<file path="config.mk">
export PLATFORM = sky130hd
export DESIGN_NAME = masked_iou_accumulator
export DESIGN_NICKNAME = d
export VERILOG_FILES = /design/src/miou_pkg.sv /design/src/miou_div.sv /design/src/masked_iou_accumulator.sv
export SDC_FILE = /design/constraint.sdc
export NUM_CORES = 1
export LEC_CHECK = 0
export BUFFER_PORTS_ARGS = -buffer_cell sky130_fd_sc_hd__buf_2
export CAP_MARGIN = 10
export CORE_MARGIN = 1
export CORE_UTILIZATION = 50
export DETAILED_ROUTE_END_ITERATION = 6
export PLACE_DENSITY = 0.71
export SLEW_MARGIN = 5
export SYNTH_ARGS = -nofsm -noshare
export SYNTH_HDL_FRONTEND = slang
export SYNTH_HIERARCHICAL = 1
export SYNTH_SLANG_ARGS = --single-unit
</file>
<file path="constraint.sdc">
create_clock -name clk -period 7.8 [get_ports clk]
set_input_delay 1.17 -clock clk [delete_from_list [all_inputs] [get_ports clk]]
set_output_delay 1.17 -clock clk [all_outputs]
set_load 0.05 [all_outputs]
</file>
<file path="src/miou_pkg.sv">
// ----------------------------------------------------------------------------
// miou_pkg
// shared types and constants of the masked iou accumulator
// ----------------------------------------------------------------------------
package miou_pkg;

  localparam int VALUE_W = 32;
  localparam int COUNT_W = 25;
  localparam int FRAC_W  = 16;
  localparam int RATIO_W = FRAC_W + 1;
  localparam int CFG_IDX_W = 2;
  localparam int STEP_W = $clog2(RATIO_W);

  localparam longint unsigned COUNT_MAX     = (64'd1 << COUNT_W) - 64'd1;
  localparam longint unsigned MAX_CELLS_DEF = 64'd16777216;

  localparam logic [CFG_IDX_W-1:0] CFG_FILL_A        = 2'd0;
  localparam logic [CFG_IDX_W-1:0] CFG_FILL_A_ENABLE = 2'd1;
  localparam logic [CFG_IDX_W-1:0] CFG_FILL_B        = 2'd2;
  localparam logic [CFG_IDX_W-1:0] CFG_FILL_B_ENABLE = 2'd3;

  typedef enum logic [0:0] {
    ST_IDLE,
    ST_DIVIDE
  } state_t;

  typedef struct packed {
    logic start;
  } div_ctrl_t;

  typedef struct packed {
    logic busy;
    logic done;
  } div_stat_t;

endpackage

</file>
<file path="src/miou_div.sv">
// ----------------------------------------------------------------------------
// miou_div
// restoring divider, one quotient bit per cycle on a shared subtractor
// ----------------------------------------------------------------------------
module miou_div (
  input  logic                             clk,
  input  logic                             rst_n,
  input  miou_pkg::div_ctrl_t              ctrl,
  input  logic [miou_pkg::COUNT_W-1:0]     dividend,
  input  logic [miou_pkg::COUNT_W-1:0]     divisor,
  output miou_pkg::div_stat_t              stat,
  output logic [miou_pkg::RATIO_W-1:0]     quotient
);

  localparam int RemW = miou_pkg::COUNT_W + 1;
  localparam logic [miou_pkg::STEP_W-1:0] LastStep = miou_pkg::STEP_W'(miou_pkg::RATIO_W - 1);

  logic                          run_r, run_nxt;
  logic                          done_r, done_nxt;
  logic [miou_pkg::STEP_W-1:0]   step_r, step_nxt;
  logic [RemW-1:0]               rem_r, rem_nxt;
  logic [miou_pkg::COUNT_W-1:0]  div_r, div_nxt;
  logic [miou_pkg::RATIO_W-1:0]  quo_r, quo_nxt;
  logic [RemW:0]                 diff;
  logic                          ge;
  logic [RemW-1:0]               rem_keep;

  // shared subtract and compare
  assign diff     = {1'b0, rem_r} - {2'b00, div_r};
  assign ge       = ~diff[RemW];
  assign rem_keep = ge ? diff[RemW-1:0] : rem_r;

  always_comb begin
    run_nxt  = run_r;
    done_nxt = 1'b0;
    step_nxt = step_r;
    rem_nxt  = rem_r;
    div_nxt  = div_r;
    quo_nxt  = quo_r;
    if (ctrl.start) begin
      run_nxt  = 1'b1;
      step_nxt = '0;
      rem_nxt  = {1'b0, dividend};
      div_nxt  = divisor;
      quo_nxt  = '0;
    end else if (run_r) begin
      quo_nxt = {quo_r[miou_pkg::RATIO_W-2:0], ge};
      rem_nxt = {rem_keep[RemW-2:0], 1'b0};
      if (step_r == LastStep) begin
        run_nxt  = 1'b0;
        done_nxt = 1'b1;
      end else begin
        step_nxt = step_r + 1'b1;
      end
    end
  end

  always_ff @(posedge clk) begin
    if (!rst_n) begin
      run_r  <= 1'b0;
      done_r <= 1'b0;
      step_r <= '0;
    end else begin
      run_r  <= run_nxt;
      done_r <= done_nxt;
      step_r <= step_nxt;
    end
    rem_r <= rem_nxt;
    div_r <= div_nxt;
    quo_r <= quo_nxt;
  end

  assign stat.busy = run_r;
  assign stat.done = done_r;
  assign quotient  = quo_r;

endmodule

</file>
<file path="src/masked_iou_accumulator.sv">
// ----------------------------------------------------------------------------
// masked_iou_accumulator
// binary mask intersection over union counted one grid cell at a time
// ----------------------------------------------------------------------------
// An ordinary cell is taken while busy stays low, so cells can follow back
// to back. A last cell whose union is nonzero raises busy while the ratio
// comes from a 17-step restoring division on one shared subtractor, one
// quotient bit per cycle. A last cell with an empty union gives its result
// in the next cycle without raising busy. Each result is on the out_ ports
// for exactly one cycle with out_valid high; the receiver cannot stall, so it
// must take every transfer. The user must write fill registers through the
// cfg_ channel only while no grid is in flight; the block does not enforce it.
module masked_iou_accumulator #(
  parameter longint unsigned MAX_CELLS = miou_pkg::MAX_CELLS_DEF
) (
  input  logic                                  clk,
  input  logic                                  rst_n,
  input  logic                                  cfg_valid,
  output logic                                  cfg_ready,
  input  logic [miou_pkg::CFG_IDX_W-1:0]        cfg_index,
  input  logic [miou_pkg::VALUE_W-1:0]          cfg_data,
  input  logic                                  start,
  output logic                                  busy,
  input  logic signed [miou_pkg::VALUE_W-1:0]   in_value_a,
  input  logic                                  in_missing_a,
  input  logic signed [miou_pkg::VALUE_W-1:0]   in_value_b,
  input  logic                                  in_missing_b,
  input  logic                                  in_last_cell,
  output logic                                  out_valid,
  output logic [miou_pkg::COUNT_W-1:0]          out_intersection_count,
  output logic [miou_pkg::COUNT_W-1:0]          out_union_count,
  output logic [miou_pkg::RATIO_W-1:0]          out_iou_ratio,
  output logic                                  out_iou_undefined
);

  localparam logic [miou_pkg::COUNT_W-1:0] CountCap =
    (MAX_CELLS < miou_pkg::COUNT_MAX) ? miou_pkg::COUNT_W'(MAX_CELLS)
                                      : miou_pkg::COUNT_W'(miou_pkg::COUNT_MAX);

  logic signed [miou_pkg::VALUE_W-1:0] fill_a_r, fill_b_r;
  logic                                fill_a_en_r, fill_b_en_r;

  miou_pkg::state_t             state_r, state_nxt;
  logic [miou_pkg::COUNT_W-1:0] both_r, both_nxt;
  logic [miou_pkg::COUNT_W-1:0] either_r, either_nxt;
  logic [miou_pkg::COUNT_W-1:0] res_inter_r, res_inter_nxt;
  logic [miou_pkg::COUNT_W-1:0] res_union_r, res_union_nxt;
  logic [miou_pkg::RATIO_W-1:0] res_ratio_r, res_ratio_nxt;
  logic                         res_undef_r, res_undef_nxt;
  logic                         out_valid_r, out_valid_nxt;

  logic                         accept;
  logic                         skip_a, skip_b, pos_a, pos_b, cell_ok;
  logic [miou_pkg::COUNT_W-1:0] both_upd, either_upd;

  miou_pkg::div_ctrl_t          div_ctrl;
  miou_pkg::div_stat_t          div_stat;
  logic [miou_pkg::RATIO_W-1:0] div_quo;

  assign cfg_ready = 1'b1;

  always_ff @(posedge clk) begin
    if (!rst_n) begin
      fill_a_r    <= '0;
      fill_a_en_r <= 1'b0;
      fill_b_r    <= '0;
      fill_b_en_r <= 1'b0;
    end else if (cfg_valid && cfg_ready) begin
      case (cfg_index)
        miou_pkg::CFG_FILL_A:        fill_a_r    <= cfg_data;
        miou_pkg::CFG_FILL_A_ENABLE: fill_a_en_r <= cfg_data[0];
        miou_pkg::CFG_FILL_B:        fill_b_r    <= cfg_data;
        miou_pkg::CFG_FILL_B_ENABLE: fill_b_en_r <= cfg_data[0];
        default: ;
      endcase
    end
  end

  assign busy   = (state_r != miou_pkg::ST_IDLE);
  assign accept = start && !busy;

  // cell classification
  assign skip_a  = in_missing_a || (fill_a_en_r && (in_value_a == fill_a_r));
  assign skip_b  = in_missing_b || (fill_b_en_r && (in_value_b == fill_b_r));
  assign pos_a   = (in_value_a != '0) && !in_value_a[miou_pkg::VALUE_W-1];
  assign pos_b   = (in_value_b != '0) && !in_value_b[miou_pkg::VALUE_W-1];
  assign cell_ok = !skip_a && !skip_b;

  always_comb begin
    both_upd   = both_r;
    either_upd = either_r;
    if (cell_ok && pos_a && pos_b && (both_r < CountCap)) begin
      both_upd = both_r + 1'b1;
    end
    if (cell_ok && (pos_a || pos_b) && (either_r < CountCap)) begin
      either_upd = either_r + 1'b1;
    end
  end

  always_comb begin
    state_nxt      = state_r;
    both_nxt       = both_r;
    either_nxt     = either_r;
    res_inter_nxt  = res_inter_r;
    res_union_nxt  = res_union_r;
    res_ratio_nxt  = res_ratio_r;
    res_undef_nxt  = res_undef_r;
    out_valid_nxt  = 1'b0;
    div_ctrl.start = 1'b0;
    case (state_r)
      miou_pkg::ST_IDLE: begin
        if (accept) begin
          if (in_last_cell) begin
            both_nxt      = '0;
            either_nxt    = '0;
            res_inter_nxt = both_upd;
            res_union_nxt = either_upd;
            if (either_upd == '0) begin
              res_ratio_nxt = '0;
              res_undef_nxt = 1'b1;
              out_valid_nxt = 1'b1;
            end else begin
              res_undef_nxt  = 1'b0;
              div_ctrl.start = 1'b1;
              state_nxt      = miou_pkg::ST_DIVIDE;
            end
          end else begin
            both_nxt   = both_upd;
            either_nxt = either_upd;
          end
        end
      end
      miou_pkg::ST_DIVIDE: begin
        if (div_stat.done) begin
          res_ratio_nxt = div_quo;
          out_valid_nxt = 1'b1;
          state_nxt     = miou_pkg::ST_IDLE;
        end
      end
      default: state_nxt = miou_pkg::ST_IDLE;
    endcase
  end

  always_ff @(posedge clk) begin
    if (!rst_n) begin
      state_r     <= miou_pkg::ST_IDLE;
      both_r      <= '0;
      either_r    <= '0;
      out_valid_r <= 1'b0;
    end else begin
      state_r     <= state_nxt;
      both_r      <= both_nxt;
      either_r    <= either_nxt;
      out_valid_r <= out_valid_nxt;
    end
    res_inter_r <= res_inter_nxt;
    res_union_r <= res_union_nxt;
    res_ratio_r <= res_ratio_nxt;
    res_undef_r <= res_undef_nxt;
  end

  miou_div u_div (
    .clk      (clk),
    .rst_n    (rst_n),
    .ctrl     (div_ctrl),
    .dividend (both_upd),
    .divisor  (either_upd),
    .stat     (div_stat),
    .quotient (div_quo)
  );

  assign out_valid              = out_valid_r;
  assign out_intersection_count = res_inter_r;
  assign out_union_count        = res_union_r;
  assign out_iou_ratio          = res_ratio_r;
  assign out_iou_undefined      = res_undef_r;

  a_no_result_while_busy: assert property (@(posedge clk) disable iff (!rst_n)
    out_valid |-> !busy)
    else $error("result transfer while busy");

  a_div_only_in_divide: assert property (@(posedge clk) disable iff (!rst_n)
    div_stat.busy |-> (state_r == miou_pkg::ST_DIVIDE))
    else $error("divider running outside divide state");

  a_inter_le_union: assert property (@(posedge clk) disable iff (!rst_n)
    out_valid |-> (out_intersection_count <= out_union_count))
    else $error("intersection exceeds union");

  a_ratio_range: assert property (@(posedge clk) disable iff (!rst_n)
    out_valid |-> (out_iou_ratio <= miou_pkg::RATIO_W'(1 << miou_pkg::FRAC_W)))
    else $error("ratio above one");

  a_undef_zero: assert property (@(posedge clk) disable iff (!rst_n)
    (out_valid && out_iou_undefined) |-> (out_iou_ratio == '0) && (out_union_count == '0))
    else $error("undefined ratio with nonzero fields");

  a_busy_from_last: assert property (@(posedge clk) disable iff (!rst_n)
    $rose(busy) |-> $past(accept && in_last_cell))
    else $error("busy raised without a last cell");

endmodule

</file>
# Word level (Yosys, flattened, before mapping)
# Index checks and enable logic that the tools add are counted.
# word_totals
out_inout_bits	71
word_cells	101
in_bits	105
register_bits	261
# op_classes
add_sub_neg	4
n_reduce_logical	34
n_eq_ne	10
order_cmp	2
n_mux	27
bitwise_logic	5
# ops
op	count
$mux 25	7
$mux 17	4
$eq 32x32->1	2
$reduce_bool 32->1	2
$add 25x1->25 const B	2
$lt 25x25->1 const B	2
$pmux 17 s2	1
$sub 26x25->27	1
$logic_not 25->1	1
$mux 1	13
$reduce_and 2->1	6
$logic_and 1x1->1	11
$ne 2x2->1 const B	3
$add 5x1->5 const B	1
$eq 5x5->1 const B	1
$logic_not 1->1	5
$not 1->1	5
$eq 2x2->1 const B	2
$pmux 1 s2	2
$reduce_and 4->1	1
$logic_or 1x1->1	3
$reduce_and 3->1	1
$reduce_or 3->1	1
$eq 2x1->1 const B	1
other kinds (4)	4

# Depth between registers and ports, before layout
# Gate-level depths: netlist of run 1.
# depth
depth_word	14
depth_mapped	16
mapped_depth_nobuf	12

# Modules after synthesis
# Netlist of run 1, hierarchy kept.
# modules_own_cells
mod	cells_each	n_inst	area_per_inst_um2
masked_iou_accumulator	994	1	9243.9
miou_div	411	1	4330.4

# Worst setup path after synthesis of run 1
# Ideal clock, no wire load.
# synth_timing
kind	input -> register
startpoint	in in_value_b[29] (netlist bit)
endpoint	reg u_div.rem_r[0], enable pin
slack_ps	2002
required_time_ps	7439
arrival_ps	5437
cell_stages	14
cell_sequence	xor2_1 > nor4_1 > nand4_1 > o31a_1 > and4b_1 > clkbuf_1 > clkbuf_1 > and4_1 > o211ai_1 > nor2_1 > a21oi_1 > clkbuf_1 > clkbuf_1 > or2_2
# synth_between
elab_chain_cells	14
word_cells_on_any_way	17
classes_between	eq/ne: 1; mux: 5; reduce/logical: 11
# synth_rtl
item	line	text
start: declaration	masked_iou_accumulator.sv:26	input logic signed [miou_pkg::VALUE_W-1:0] in_value_b,
$eq 32x32->1	masked_iou_accumulator.sv:84	assign skip_b = in_missing_b || (fill_b_en_r && (in_value_b == fill_b_r));
$logic_and 1x1->1	masked_iou_accumulator.sv:84	
$logic_or 1x1->1	masked_iou_accumulator.sv:84	
$logic_not 1->1	masked_iou_accumulator.sv:87	assign cell_ok = !skip_a && !skip_b;
$logic_and 1x1->1	masked_iou_accumulator.sv:87	
$logic_and 1x1->1 * (2 in series)	masked_iou_accumulator.sv:95	if (cell_ok && (pos_a || pos_b) && (either_r < CountCap)) begin
$mux 25 *	masked_iou_accumulator.sv:95	
$logic_not 25->1 *	masked_iou_accumulator.sv:118	if (either_upd == '0) begin
$mux 1 *	masked_iou_accumulator.sv:118	
$mux 1 *	masked_iou_accumulator.sv:113	if (in_last_cell) begin
$mux 1 *	masked_iou_accumulator.sv:112	if (accept) begin
$mux 1 *	masked_iou_accumulator.sv:110	case (state_r)
via div_ctrl	masked_iou_accumulator.sv:56	miou_pkg::div_ctrl_t div_ctrl;
$reduce_bool 2->1 (no source line) *	-	
end signal: assignment	miou_div.sv:68	rem_r <= rem_nxt;
end: declaration	miou_div.sv:21	logic [RemW-1:0] rem_r, rem_nxt;
# Mark *: on every way through the listed nets, which the timed path passes. The rest lies on a longest branch.
# A chain may end at the register's enable or synchronous reset.

# Worst setup path after layout of run 1
# layout_timing
startpoint	in in_value_a[12] (netlist bit)
endpoint	reg u_div.rem_r[1], data pin
# layout_between
elab_chain_cells	14
word_cells_on_any_way	21
classes_between	eq/ne: 1; mux: 7; reduce/logical: 13
# layout_rtl
item	line	text
start: declaration	masked_iou_accumulator.sv:24	input logic signed [miou_pkg::VALUE_W-1:0] in_value_a,
$eq 32x32->1	masked_iou_accumulator.sv:83	assign skip_a = in_missing_a || (fill_a_en_r && (in_value_a == fill_a_r));
$logic_and 1x1->1	masked_iou_accumulator.sv:83	
$logic_or 1x1->1	masked_iou_accumulator.sv:83	
$logic_not 1->1	masked_iou_accumulator.sv:87	
$logic_and 1x1->1	masked_iou_accumulator.sv:87	
$logic_and 1x1->1 * (2 in series)	masked_iou_accumulator.sv:95	
$mux 25 *	masked_iou_accumulator.sv:95	
$logic_not 25->1 *	masked_iou_accumulator.sv:118	
$mux 1 *	masked_iou_accumulator.sv:118	
$mux 1 *	masked_iou_accumulator.sv:113	
$mux 1 *	masked_iou_accumulator.sv:112	
$mux 1 *	masked_iou_accumulator.sv:110	
via div_ctrl	masked_iou_accumulator.sv:56	
$mux 25 *	miou_div.sv:40	if (ctrl.start) begin
via u_div.rem_nxt[1]	miou_div.sv:21	
# Marks and branches as above.

==> results of run 1 <==
[worst max-delay path: stages]
cell       delay, ns
buf_2           0.11
xnor2_1         0.19
o221ai_1        0.14
a2111oi_0       0.32
nand3_1         0.31
and4b_1         0.57
and4_1          0.31
o211ai_1        0.33
nor2_1          0.16
a21oi_4         0.65
buf_4           0.65
mux2_2          0.41
[final cells by class]
cell class	count	area (um2)	share of cell area, %
Multi-Input combinational cell	1014	6650	43.0
Sequential cell	261	6410	41.4
Timing Repair Buffer	183	938	6.07
Clock buffer	32	737	4.77
Tap cell	335	419	2.71
Inverter	47	176	1.14
Clock inverter	20	125	0.809
Antenna cell	1	2.50	0.0162
[power breakdown]
part           total (mW)  internal (mW)  switching [mW]  leakage [nW]
sequential           1.55           1.50          0.0426          2.25
combinational       0.436          0.169           0.266          3.26
clock                1.25          0.708           0.540         0.427
total                3.23           2.38           0.849          5.94
[stage by stage]
step           instances  cell area, um2
4_1_cts             1892           15500
3_5_place_dp        1840           14600
2_1_floorplan       1404           13600
6_report            1893           15500
5_1_grt             1893           15500
3_3_place_gp        1840           14600
[registers in the layout, summed over array words and instances, names as in the netlist]
| register | count |
|---|---|
| u_div/run_r | 1 |
| u_div/quotient | 17 |
| fill_a_r | 32 |
| u_div/div_r | 25 |
| out_union_count | 25 |
| u_div/rem_r | 26 |
| either_r | 25 |
| busy | 1 |
| out_valid | 1 |
| both_r | 25 |
| fill_b_en_r | 1 |
| out_iou_ratio | 17 |
| fill_b_r | 32 |
| u_div/done_r | 1 |
| out_iou_undefined | 1 |
| u_div/step_r | 5 |
| fill_a_en_r | 1 |
| out_intersection_count | 25 |
[path summary, 6_finish.rpt]
kind	start	end	slack, ns
worst max-delay path	in_value_a[12]	u_div/rem_r[1]$_DFFE_PP_	2.76
worst min-delay path	fill_a_r[27]$_SDFFE_PN0P_	fill_a_r[27]$_SDFFE_PN0P_	0.48
worst max register to register	fill_a_r[2]$_SDFFE_PN0P_	u_div/rem_r[1]$_DFFE_PP_	3.06
worst min register to register	fill_a_r[27]$_SDFFE_PN0P_	fill_a_r[27]$_SDFFE_PN0P_	0.48
[metal layers]
layer	wire length (um)	GRT usage, %
met1	16300	35.7
met4	1110	8.78
met2	15300	38.7
met5	0	0
met3	2250	3.35
[layout by cell type, fill, tap and decap left out, types with 21 or more instances in the layout]
cell	n
a21boi_0	89
dfxtp_1	143
nor4_1	30
ha_1	29
nand2_1	189
xnor2_1	79
edfxtp_1	118
nor2b_1	29
nand3_1	37
buf_2	174
and3_1	21
and2_1	30
clkbuf_16	29
mux2i_1	25
nor2_1	72
xor2_1	58
nand4_1	28
o21ai_0	45
inv_1	46
a21oi_1	49
==> impl_metrics.tcl, run 1 <==
set metrics [dict create \
    antenna_left 0 \
    gp_congestion 0.949 \
    fp-row-count 59 \
    root_buffer "clkbuf_16" \
    gr-total-overflow 0 \
    fin_ws_ns 2.76 \
    avgSynthCellArea_um2 9.66 \
    r2r_cells 11 \
    clk_pin_slew_ns 0.06 \
    worstMarginPinSlew_ns 1.21 \
    critPathMaxFanout 55 \
    arrival_ns 5.33 \
    die_w_um 167 \
    dp_worst_setup_slack_ns 2.25 \
    grt_usage_pct 24.9 \
    synth_area_um2 13600 \
    route.vias.total 10800 \
    powerDensity_nw_per_um2 209 \
    tns_ns 0 \
    num_io_pins 176 \
    critPathLaunchType "input port" \
    fmax_mhz 198 \
    finalSetupViolCount 0 \
    post_cts_resize_count 0 \
    dp_hpwl_mm 25.4 \
    syn-num-nets 1539 \
    status "finished, final reports clean" \
    initial_core_util_pct 51.5 \
    hold_ws_ns 0.480 \
    cp.required_ns 8.09 \
    cts_setup_buffers 0 \
    cap_violations 0 \
    antenna_found_initial 1 \
    min_path_type "flip-flop to flip-flop" \
    yosys_warnings 6 \
    fin_util_pct 58.7 \
    clock_sinks 261 \
    slew_viol_final 0 \
    grt_max_degree 86 \
    cts-buffers-inserted 28 \
    io_buffers 174 \
    cts_hold_buffers 0 \
    endpoint_kind "flip-flop" \
    wl_per_cell_um 18.5 \
    htree_levels 1 \
    crit_type "input port to flip-flop" \
    fin_nets 1670 \
    fillCellCount 2271 \
    rsz0062_at_grt "no" \
    drtIter0Drc 869 \
    max-vdd-ir-drop_uv 154 \
    first_pass_iters 5 \
    die-height_um 167 \
    grt_pass1_wl_mm 54.9 \
    max_slew_margin_pct 19.3 \
    final.period_utilization_pct 64.6 \
    clock_latency_ns 0.54 \
    viasPerCell 5.71 \
    syn_inst 1404 \
    core_area_um2 26400 \
    cts_tree "done" \
    drc 0 \
    min_period_ns 5.04 \
    die_area_um2 27800 \
    finalHoldViolCount 0 \
    finalClockSkew_ns 0.0113 \
    layout-drive-gt1-share_pct 17.0 \
    clockBufferDepth 3 \
    wirelength_mm 35.0 \
    hold_depth 2 \
    area.growth.synth_to_final_pct 13.9 \
    grt_pass1_vias 10200 \
    finalPower_mw 3.23 \
    leakage_nw 5.94 \
]
(Power assumes the default switching activity.)
==> inputs of run 2 (changes only) <==
==> constraint.sdc (replaced) <==
create_clock -name clk -period 5.2 [get_ports clk]
set_input_delay 0.78 -clock clk [delete_from_list [all_inputs] [get_ports clk]]
set_output_delay 0.78 -clock clk [all_outputs]
set_load 0.05 [all_outputs]
==> run 2 against run 1 <==
Via count up 0.25%. Final cell count up 0.32%. Worst setup slack worse by 1.7 ns. Clock-buffer cell count up 8. Largest cell class unchanged.
==> impl_metrics.tcl, run 2 (same netlist as run 1, synthesis figures left out) <==
set metrics [dict create \
    status "finished, final reports clean" \
    area.growth.synth_to_final_pct 14.9 \
    gr-total-overflow 0 \
    die_w_um 167 \
    layout_commonest_cell "nand2_1" \
    clk_pin_slew_ns 0.06 \
    powerDensity_nw_per_um2 322 \
    drtIter0Drc 709 \
    final_cell_mix "nand2_1, buf_2, dfxtp_1" \
    die_area_um2 27800 \
    antenna_left 0 \
    cp.required_ns 5.51 \
    fp-row-count 59 \
    die-height_um 167 \
    clockBufferDepth 3 \
    r2r_slack_ns 1.09 \
    critPathSlowestCell "and4b_1" \
    fin_util_pct 59.2 \
    dp_hpwl_mm 25.5 \
    grt_pass1_vias 10500 \
    rsz0062_at_grt "no" \
    worstMarginPinSlew_ns 1.22 \
    crit_buf_inv 1 \
    cts_tree "done" \
    fmax_mhz 244 \
    clock_latency_ns 0.56 \
    crit_end "u_div/rem_r[23]$_DFFE_PP_" \
    final_cells 1899 \
    tns_ns 0 \
    initial_core_util_pct 51.5 \
    timing.rr.end "u_div/rem_r[23]$_DFFE_PP_" \
    wl_per_cell_um 18.2 \
    layout-drive-gt1-share_pct 17.2 \
    gp_congestion 0.940 \
    endpoint_kind "flip-flop" \
    min_path_type "flip-flop to flip-flop" \
    post_cts_resize_count 0 \
    antenna_found_initial 7 \
    root_buffer "clkbuf_16" \
    finalHoldViolCount 0 \
    critPathLaunchType "flip-flop" \
    htree_levels 1 \
    drc 0 \
    top_regs "fill_a_r (32), fill_b_r (32), u_div/rem_r (26)" \
    dp.cells 1844 \
    path_cells "nand2b_1 > o2111ai_1 > a2111oi_0 > nand3_1 > and4b_1 > and4_1 > o211ai_1 > nor2_1 > a21oi_4 > buf_12 > nor2b_1 > a221o_1" \
    num_io_pins 176 \
    grt_max_degree 79 \
    grt_usage_pct 24.7 \
    final.period_utilization_pct 79.0 \
    critPathMaxFanout 78 \
    first_pass_iters 6 \
    io_buffers 174 \
    cts-buffers-inserted 28 \
    cap_violations 0 \
    critPathLaunch "fill_a_r[2]$_SDFFE_PN0P_" \
    clock_sinks 261 \
    cp.depth 12 \
    crit_type "flip-flop to flip-flop" \
    cts_setup_buffers 0 \
    finalClockSkew_ns 0.0266 \
    slew_viol_final 0 \
    route.vias.total 10800 \
    grt_pass1_wl_mm 55.0 \
    finalSetupViolCount 0 \
    leakage_nw 6.00 \
    critical-path-max-stage-delay_ns 0.57 \
    wirelength_mm 34.5 \
    cp_top_family "simple AND/OR/NAND/NOR gates" \
    cts_hold_buffers 0 \
    r2r_start "fill_a_r[2]$_SDFFE_PN0P_" \
    arrival_ns 4.41 \
    fin_nets 1674 \
    min_period_ns 4.11 \
    max_slew_margin_pct 18.4 \
    r2r_cells 12 \
    core_area_um2 26400 \
    max-vdd-ir-drop_uv 278 \
    viasPerCell 5.70 \
]
-- run 2: per-stage QoR --
step / power [mW] / instance area, um2 / hold WS, ns / setup slack, ns
after CTS: 5.06 / 15600 / 0.480 / 1.16
after floorplan: 2.84 / 13600 / 0.443 / 0.329
final: 5.02 / 15600 / 0.478 / 1.09
after detailed placement: 3.01 / 14600 / 0.473 / 0.655
after global placement: 3.00 / 14600 / 0.459 / 0.718
after global routing: 5.23 / 15600 / 0.487 / 0.844
-- run 2: worst reg2reg max path, stage by stage (launching register included) --
cell and delay [ns]:
dfxtp_1 0.36, nand2b_1 0.13, o2111ai_1 0.11, a2111oi_0 0.48
nand3_1 0.33, and4b_1 0.57, and4_1 0.30, o211ai_1 0.34
nor2_1 0.15, a21oi_4 0.20, buf_12 0.31, nor2b_1 0.24
a221o_1 0.35
-- run 2: cell type report --
| class | count | area (um2) |
|---|---|---|
| Sequential cell | 261 | 6410 |
| Multi-Input combinational cell | 1014 | 6650 |
| Antenna cell | 3 | 7.51 |
| Tap cell | 335 | 419 |
| Fill cell | 2253 | 10800 |
| Clock buffer | 40 | 776 |
| Timing Repair Buffer | 187 | 981 |
| Inverter | 47 | 176 |
| Clock inverter | 12 | 174 |
-- run 2: worst min-delay path by stage --
stage          cells past startpoint                         to  slack, ns                      start
6_report                           2  fill_a_r[26]$_SDFFE_PN0P_       0.48  fill_a_r[26]$_SDFFE_PN0P_
5_1_grt                            3  fill_b_r[31]$_SDFFE_PN0P_       0.49               cfg_data[31]
4_1_cts                            3  fill_b_r[13]$_SDFFE_PN0P_       0.48               cfg_data[13]
3_5_place_dp                       2  fill_a_r[14]$_SDFFE_PN0P_       0.47  fill_a_r[14]$_SDFFE_PN0P_
3_3_place_gp                       2  fill_a_r[27]$_SDFFE_PN0P_       0.46  fill_a_r[27]$_SDFFE_PN0P_
2_1_floorplan                      2  fill_a_r[18]$_SDFFE_PN0P_       0.44  fill_a_r[18]$_SDFFE_PN0P_
-- run 2: power breakdown --
group	total (mW)	leakage (nW)	switching (mW)	internal, mW
Combinational	0.658	3.29	0.402	0.256
Clock	2.05	0.466	0.817	1.24
Sequential	2.31	2.25	0.0586	2.26
Total	5.02	6.00	1.28	3.75
-- run 2: metal layers --
layer  vias up  share of wire [%]  track usage (%)
met2       372                 47             42.0
met1      5113                 43             31.3
met3        77                6.9             5.25
met5         -               0.12                0
li1       5263                  -                -
met4         6                3.1             7.97
==> inputs of run 3 (changes only) <==
==> constraint.sdc (replaced) <==
create_clock -name clk -period 3.9 [get_ports clk]
set_input_delay 0.585 -clock clk [delete_from_list [all_inputs] [get_ports clk]]
set_output_delay 0.585 -clock clk [all_outputs]
set_load 0.05 [all_outputs]
==> run 3 against run 2 <==
Final cell count grew 0.95%. Clock power grew 27%. Power grew 31%. Clock-buffer cell count shrank 1. Die area is the same. Clock skew shrank 0.0088 ns. Cell area grew 1.1%. Hold slack lost 0.17 ns. Sequential share of layout area shrank 0.46 points. Non-clock buffer count grew 25. Combinational power grew 37%. Largest power group unchanged.
==> impl_metrics.tcl, run 3 (same netlist as run 1, synthesis figures left out) <==
set metrics [dict create \
    cts_tree "done" \
    hold_path_startpoint "cfg_data[3]" \
    timing.rr.end "u_div/quotient[12]$_SDFFE_PP0P_" \
    clk_pin_slew_ns 0.06 \
    grt_pass1_wl_mm 55.5 \
    grt_pass1_vias 10200 \
    r2r_slack_ns 0.31 \
    viasPerCell 5.74 \
    wirelength_mm 35.2 \
    critPathSlowestCell "dfxtp_1" \
    gr-total-overflow 0 \
    io_buffers 174 \
    max_slew_margin_pct 34.9 \
    first_pass_iters 5 \
    cp.required_ns 4.32 \
    die-height_um 167 \
    endpoint_kind "flip-flop" \
    critPathLaunchType "flip-flop" \
    initial_core_util_pct 51.5 \
    gp_congestion 0.974 \
    seqPwrFrac_pct 46.8 \
    min_path_type "input port to flip-flop" \
    fin_nets 1698 \
    p_sw_share_pct 25.3 \
    arrival_ns 4.01 \
    clockPowerShare_pct 39.5 \
    grt_max_degree 92 \
    cp_top_family "compound AO/OA/AOI/OAI gates" \
    htree_levels 1 \
    crit_buf_inv 3 \
    drc 0 \
    num_io_pins 176 \
    path_cells "nand2b_1 > o2111ai_1 > a2111oi_0 > nand3_1 > buf_4 > and3_1 > a31oi_1 > a211oi_1 > and4_1 > a21oi_4 > buf_4 > buf_4 > nor2_1" \
    status "finished, final reports clean" \
    fmax_mhz 279 \
    cap_violations 0 \
    fp-row-count 59 \
    cts_setup_buffers 0 \
    cts_hold_buffers 0 \
    powerDensity_nw_per_um2 419 \
    finalHoldViolCount 0 \
    area.growth.synth_to_final_pct 16.2 \
    hold-path-endpoint "fill_a_r[3]$_SDFFE_PN0P_" \
    hold_ws_ns 0.309 \
    core_area_um2 26400 \
    dp_hpwl_mm 26.0 \
    hold_depth 3 \
    power_frac_comb_pct 13.6 \
    rsz0062_at_grt "no" \
    clockBufferDepth 3 \
    post_cts_resize_count 0 \
    r2r_start "fill_a_r[2]$_SDFFE_PN0P_" \
    slew_viol_final 0 \
    placed_cell_area_um2 14900 \
    crit_type "flip-flop to flip-flop" \
    cts-buffers-inserted 27 \
    tns_ns 0 \
    antenna_left 0 \
    top_regs "fill_a_r (32), fill_b_r (32), u_div/rem_r (26)" \
    layout-drive-gt1-share_pct 18.6 \
    antenna_found_initial 0 \
    finalClockSkew_ns 0.0177 \
    clock_sinks 261 \
    r2r_cells 13 \
    cpMostUsedCell "buf_4" \
    diodes 0 \
    die_area_um2 27800 \
    critPathMaxFanout 26 \
    layout_commonest_cell "nand2_1" \
    finalSetupViolCount 0 \
    die_w_um 167 \
    drtIter0Drc 1191 \
    leakage_nw 6.13 \
    final.period_utilization_pct 92.0 \
    fin_area_um2 15800 \
    wl_per_cell_um 18.4 \
    route.vias.total 11000 \
    final_cell_mix "nand2_1, buf_2, dfxtp_1" \
    max-vdd-ir-drop_uv 321 \
    min_period_ns 3.59 \
    internal-power_mw 4.93 \
    critical-path-max-stage-delay_ns 0.42 \
    clock_latency_ns 0.54 \
    power_switching_mw 1.67 \
    worstMarginPinSlew_ns 0.976 \
    grt_usage_pct 25.1 \
    root_buffer "clkbuf_16" \
]
==> run 3: cell count changes in the layout (fill, tap and decap cells not counted), moves of 2 or more <==
cell and change:
buf_4 +23, clkbuf_1 -5, diode_2 -3, buf_12 +2
bufinv_16 -2, clkbuf_4 +2, clkinv_2 -2, clkinvlp_4 +2
mux2_2 -2, mux2_4 +2
==> run 3: power groups by stage <==
| stage | clock network (mW) | registers (mW) | logic [mW] |
|---|---|---|---|
| after floorplan | 0 | 3.22 | 0.573 |
| after global placement | 0 | 3.14 | 0.876 |
| after detailed placement | 0 | 3.15 | 0.889 |
| after CTS | 2.65 | 3.09 | 0.896 |
| after global routing | 2.76 | 3.11 | 0.983 |
| final | 2.61 | 3.09 | 0.900 |
==> run 3: tightest hold or removal path: stages <==
cell and delay [ns]:
buf_2 0.11, nand2_1 0.04, a21boi_0 0.06
==> run 3: how the worst max path moves through the flow <==
stage                                  start                         endpoint  slack [ns]  cells after the start
finish              fill_a_r[2]$_SDFFE_PN0P_  u_div/quotient[12]$_SDFFE_PP0P_        0.31                     13
global route        fill_a_r[2]$_SDFFE_PN0P_  u_div/quotient[12]$_SDFFE_PP0P_        0.04                     13
CTS                 fill_a_r[2]$_SDFFE_PN0P_  u_div/quotient[12]$_SDFFE_PP0P_        0.33                     13
detailed placement            in_value_b[20]  u_div/quotient[12]$_SDFFE_PP0P_        0.05                     14
global placement               in_value_b[0]        u_div/rem_r[15]$_DFFE_PP_        0.15                     12
floorplan                      in_value_b[9]     u_div/rem_r[0]$_SDFFCE_PN0P_       -0.11                     14
==> run 3: cell type report <==
type / instances / area [um2]
Fill cell: 2215 / 10600
Multi-Input combinational cell: 1014 / 6670
Sequential cell: 261 / 6410
Timing Repair Buffer: 212 / 1190
Clock buffer: 39 / 811
Tap cell: 335 / 419
Inverter: 47 / 176
Clock inverter: 9 / 97.6
==> run 3: layer usage <==
metal / share of wire, % / GRT usage [%] / routed length, um
met2: 45 / 39.3 / 15800
met3: 8.2 / 4.21 / 2880
met5: 0 / 0 / 0
met1: 45 / 36.6 / 16000
met4: 1.5 / 4.59 / 539
==> run 3: per-stage QoR <==
| stage | power, mW | utilization, % | std cells | worst slack [ns] |
|---|---|---|---|---|
| 6_report | 6.60 | 59.8 | 1917 | 0.314 |
| 5_1_grt | 6.85 | 59.8 | 1917 | 0.0413 |
| 4_1_cts | 6.64 | 59.8 | 1917 | 0.326 |
| 3_5_place_dp | 4.04 | 56.4 | 1869 | 0.0512 |
| 3_3_place_gp | 4.02 | 56.4 | 1869 | 0.147 |
| 2_1_floorplan | 3.79 | - | 1404 | -0.111 |
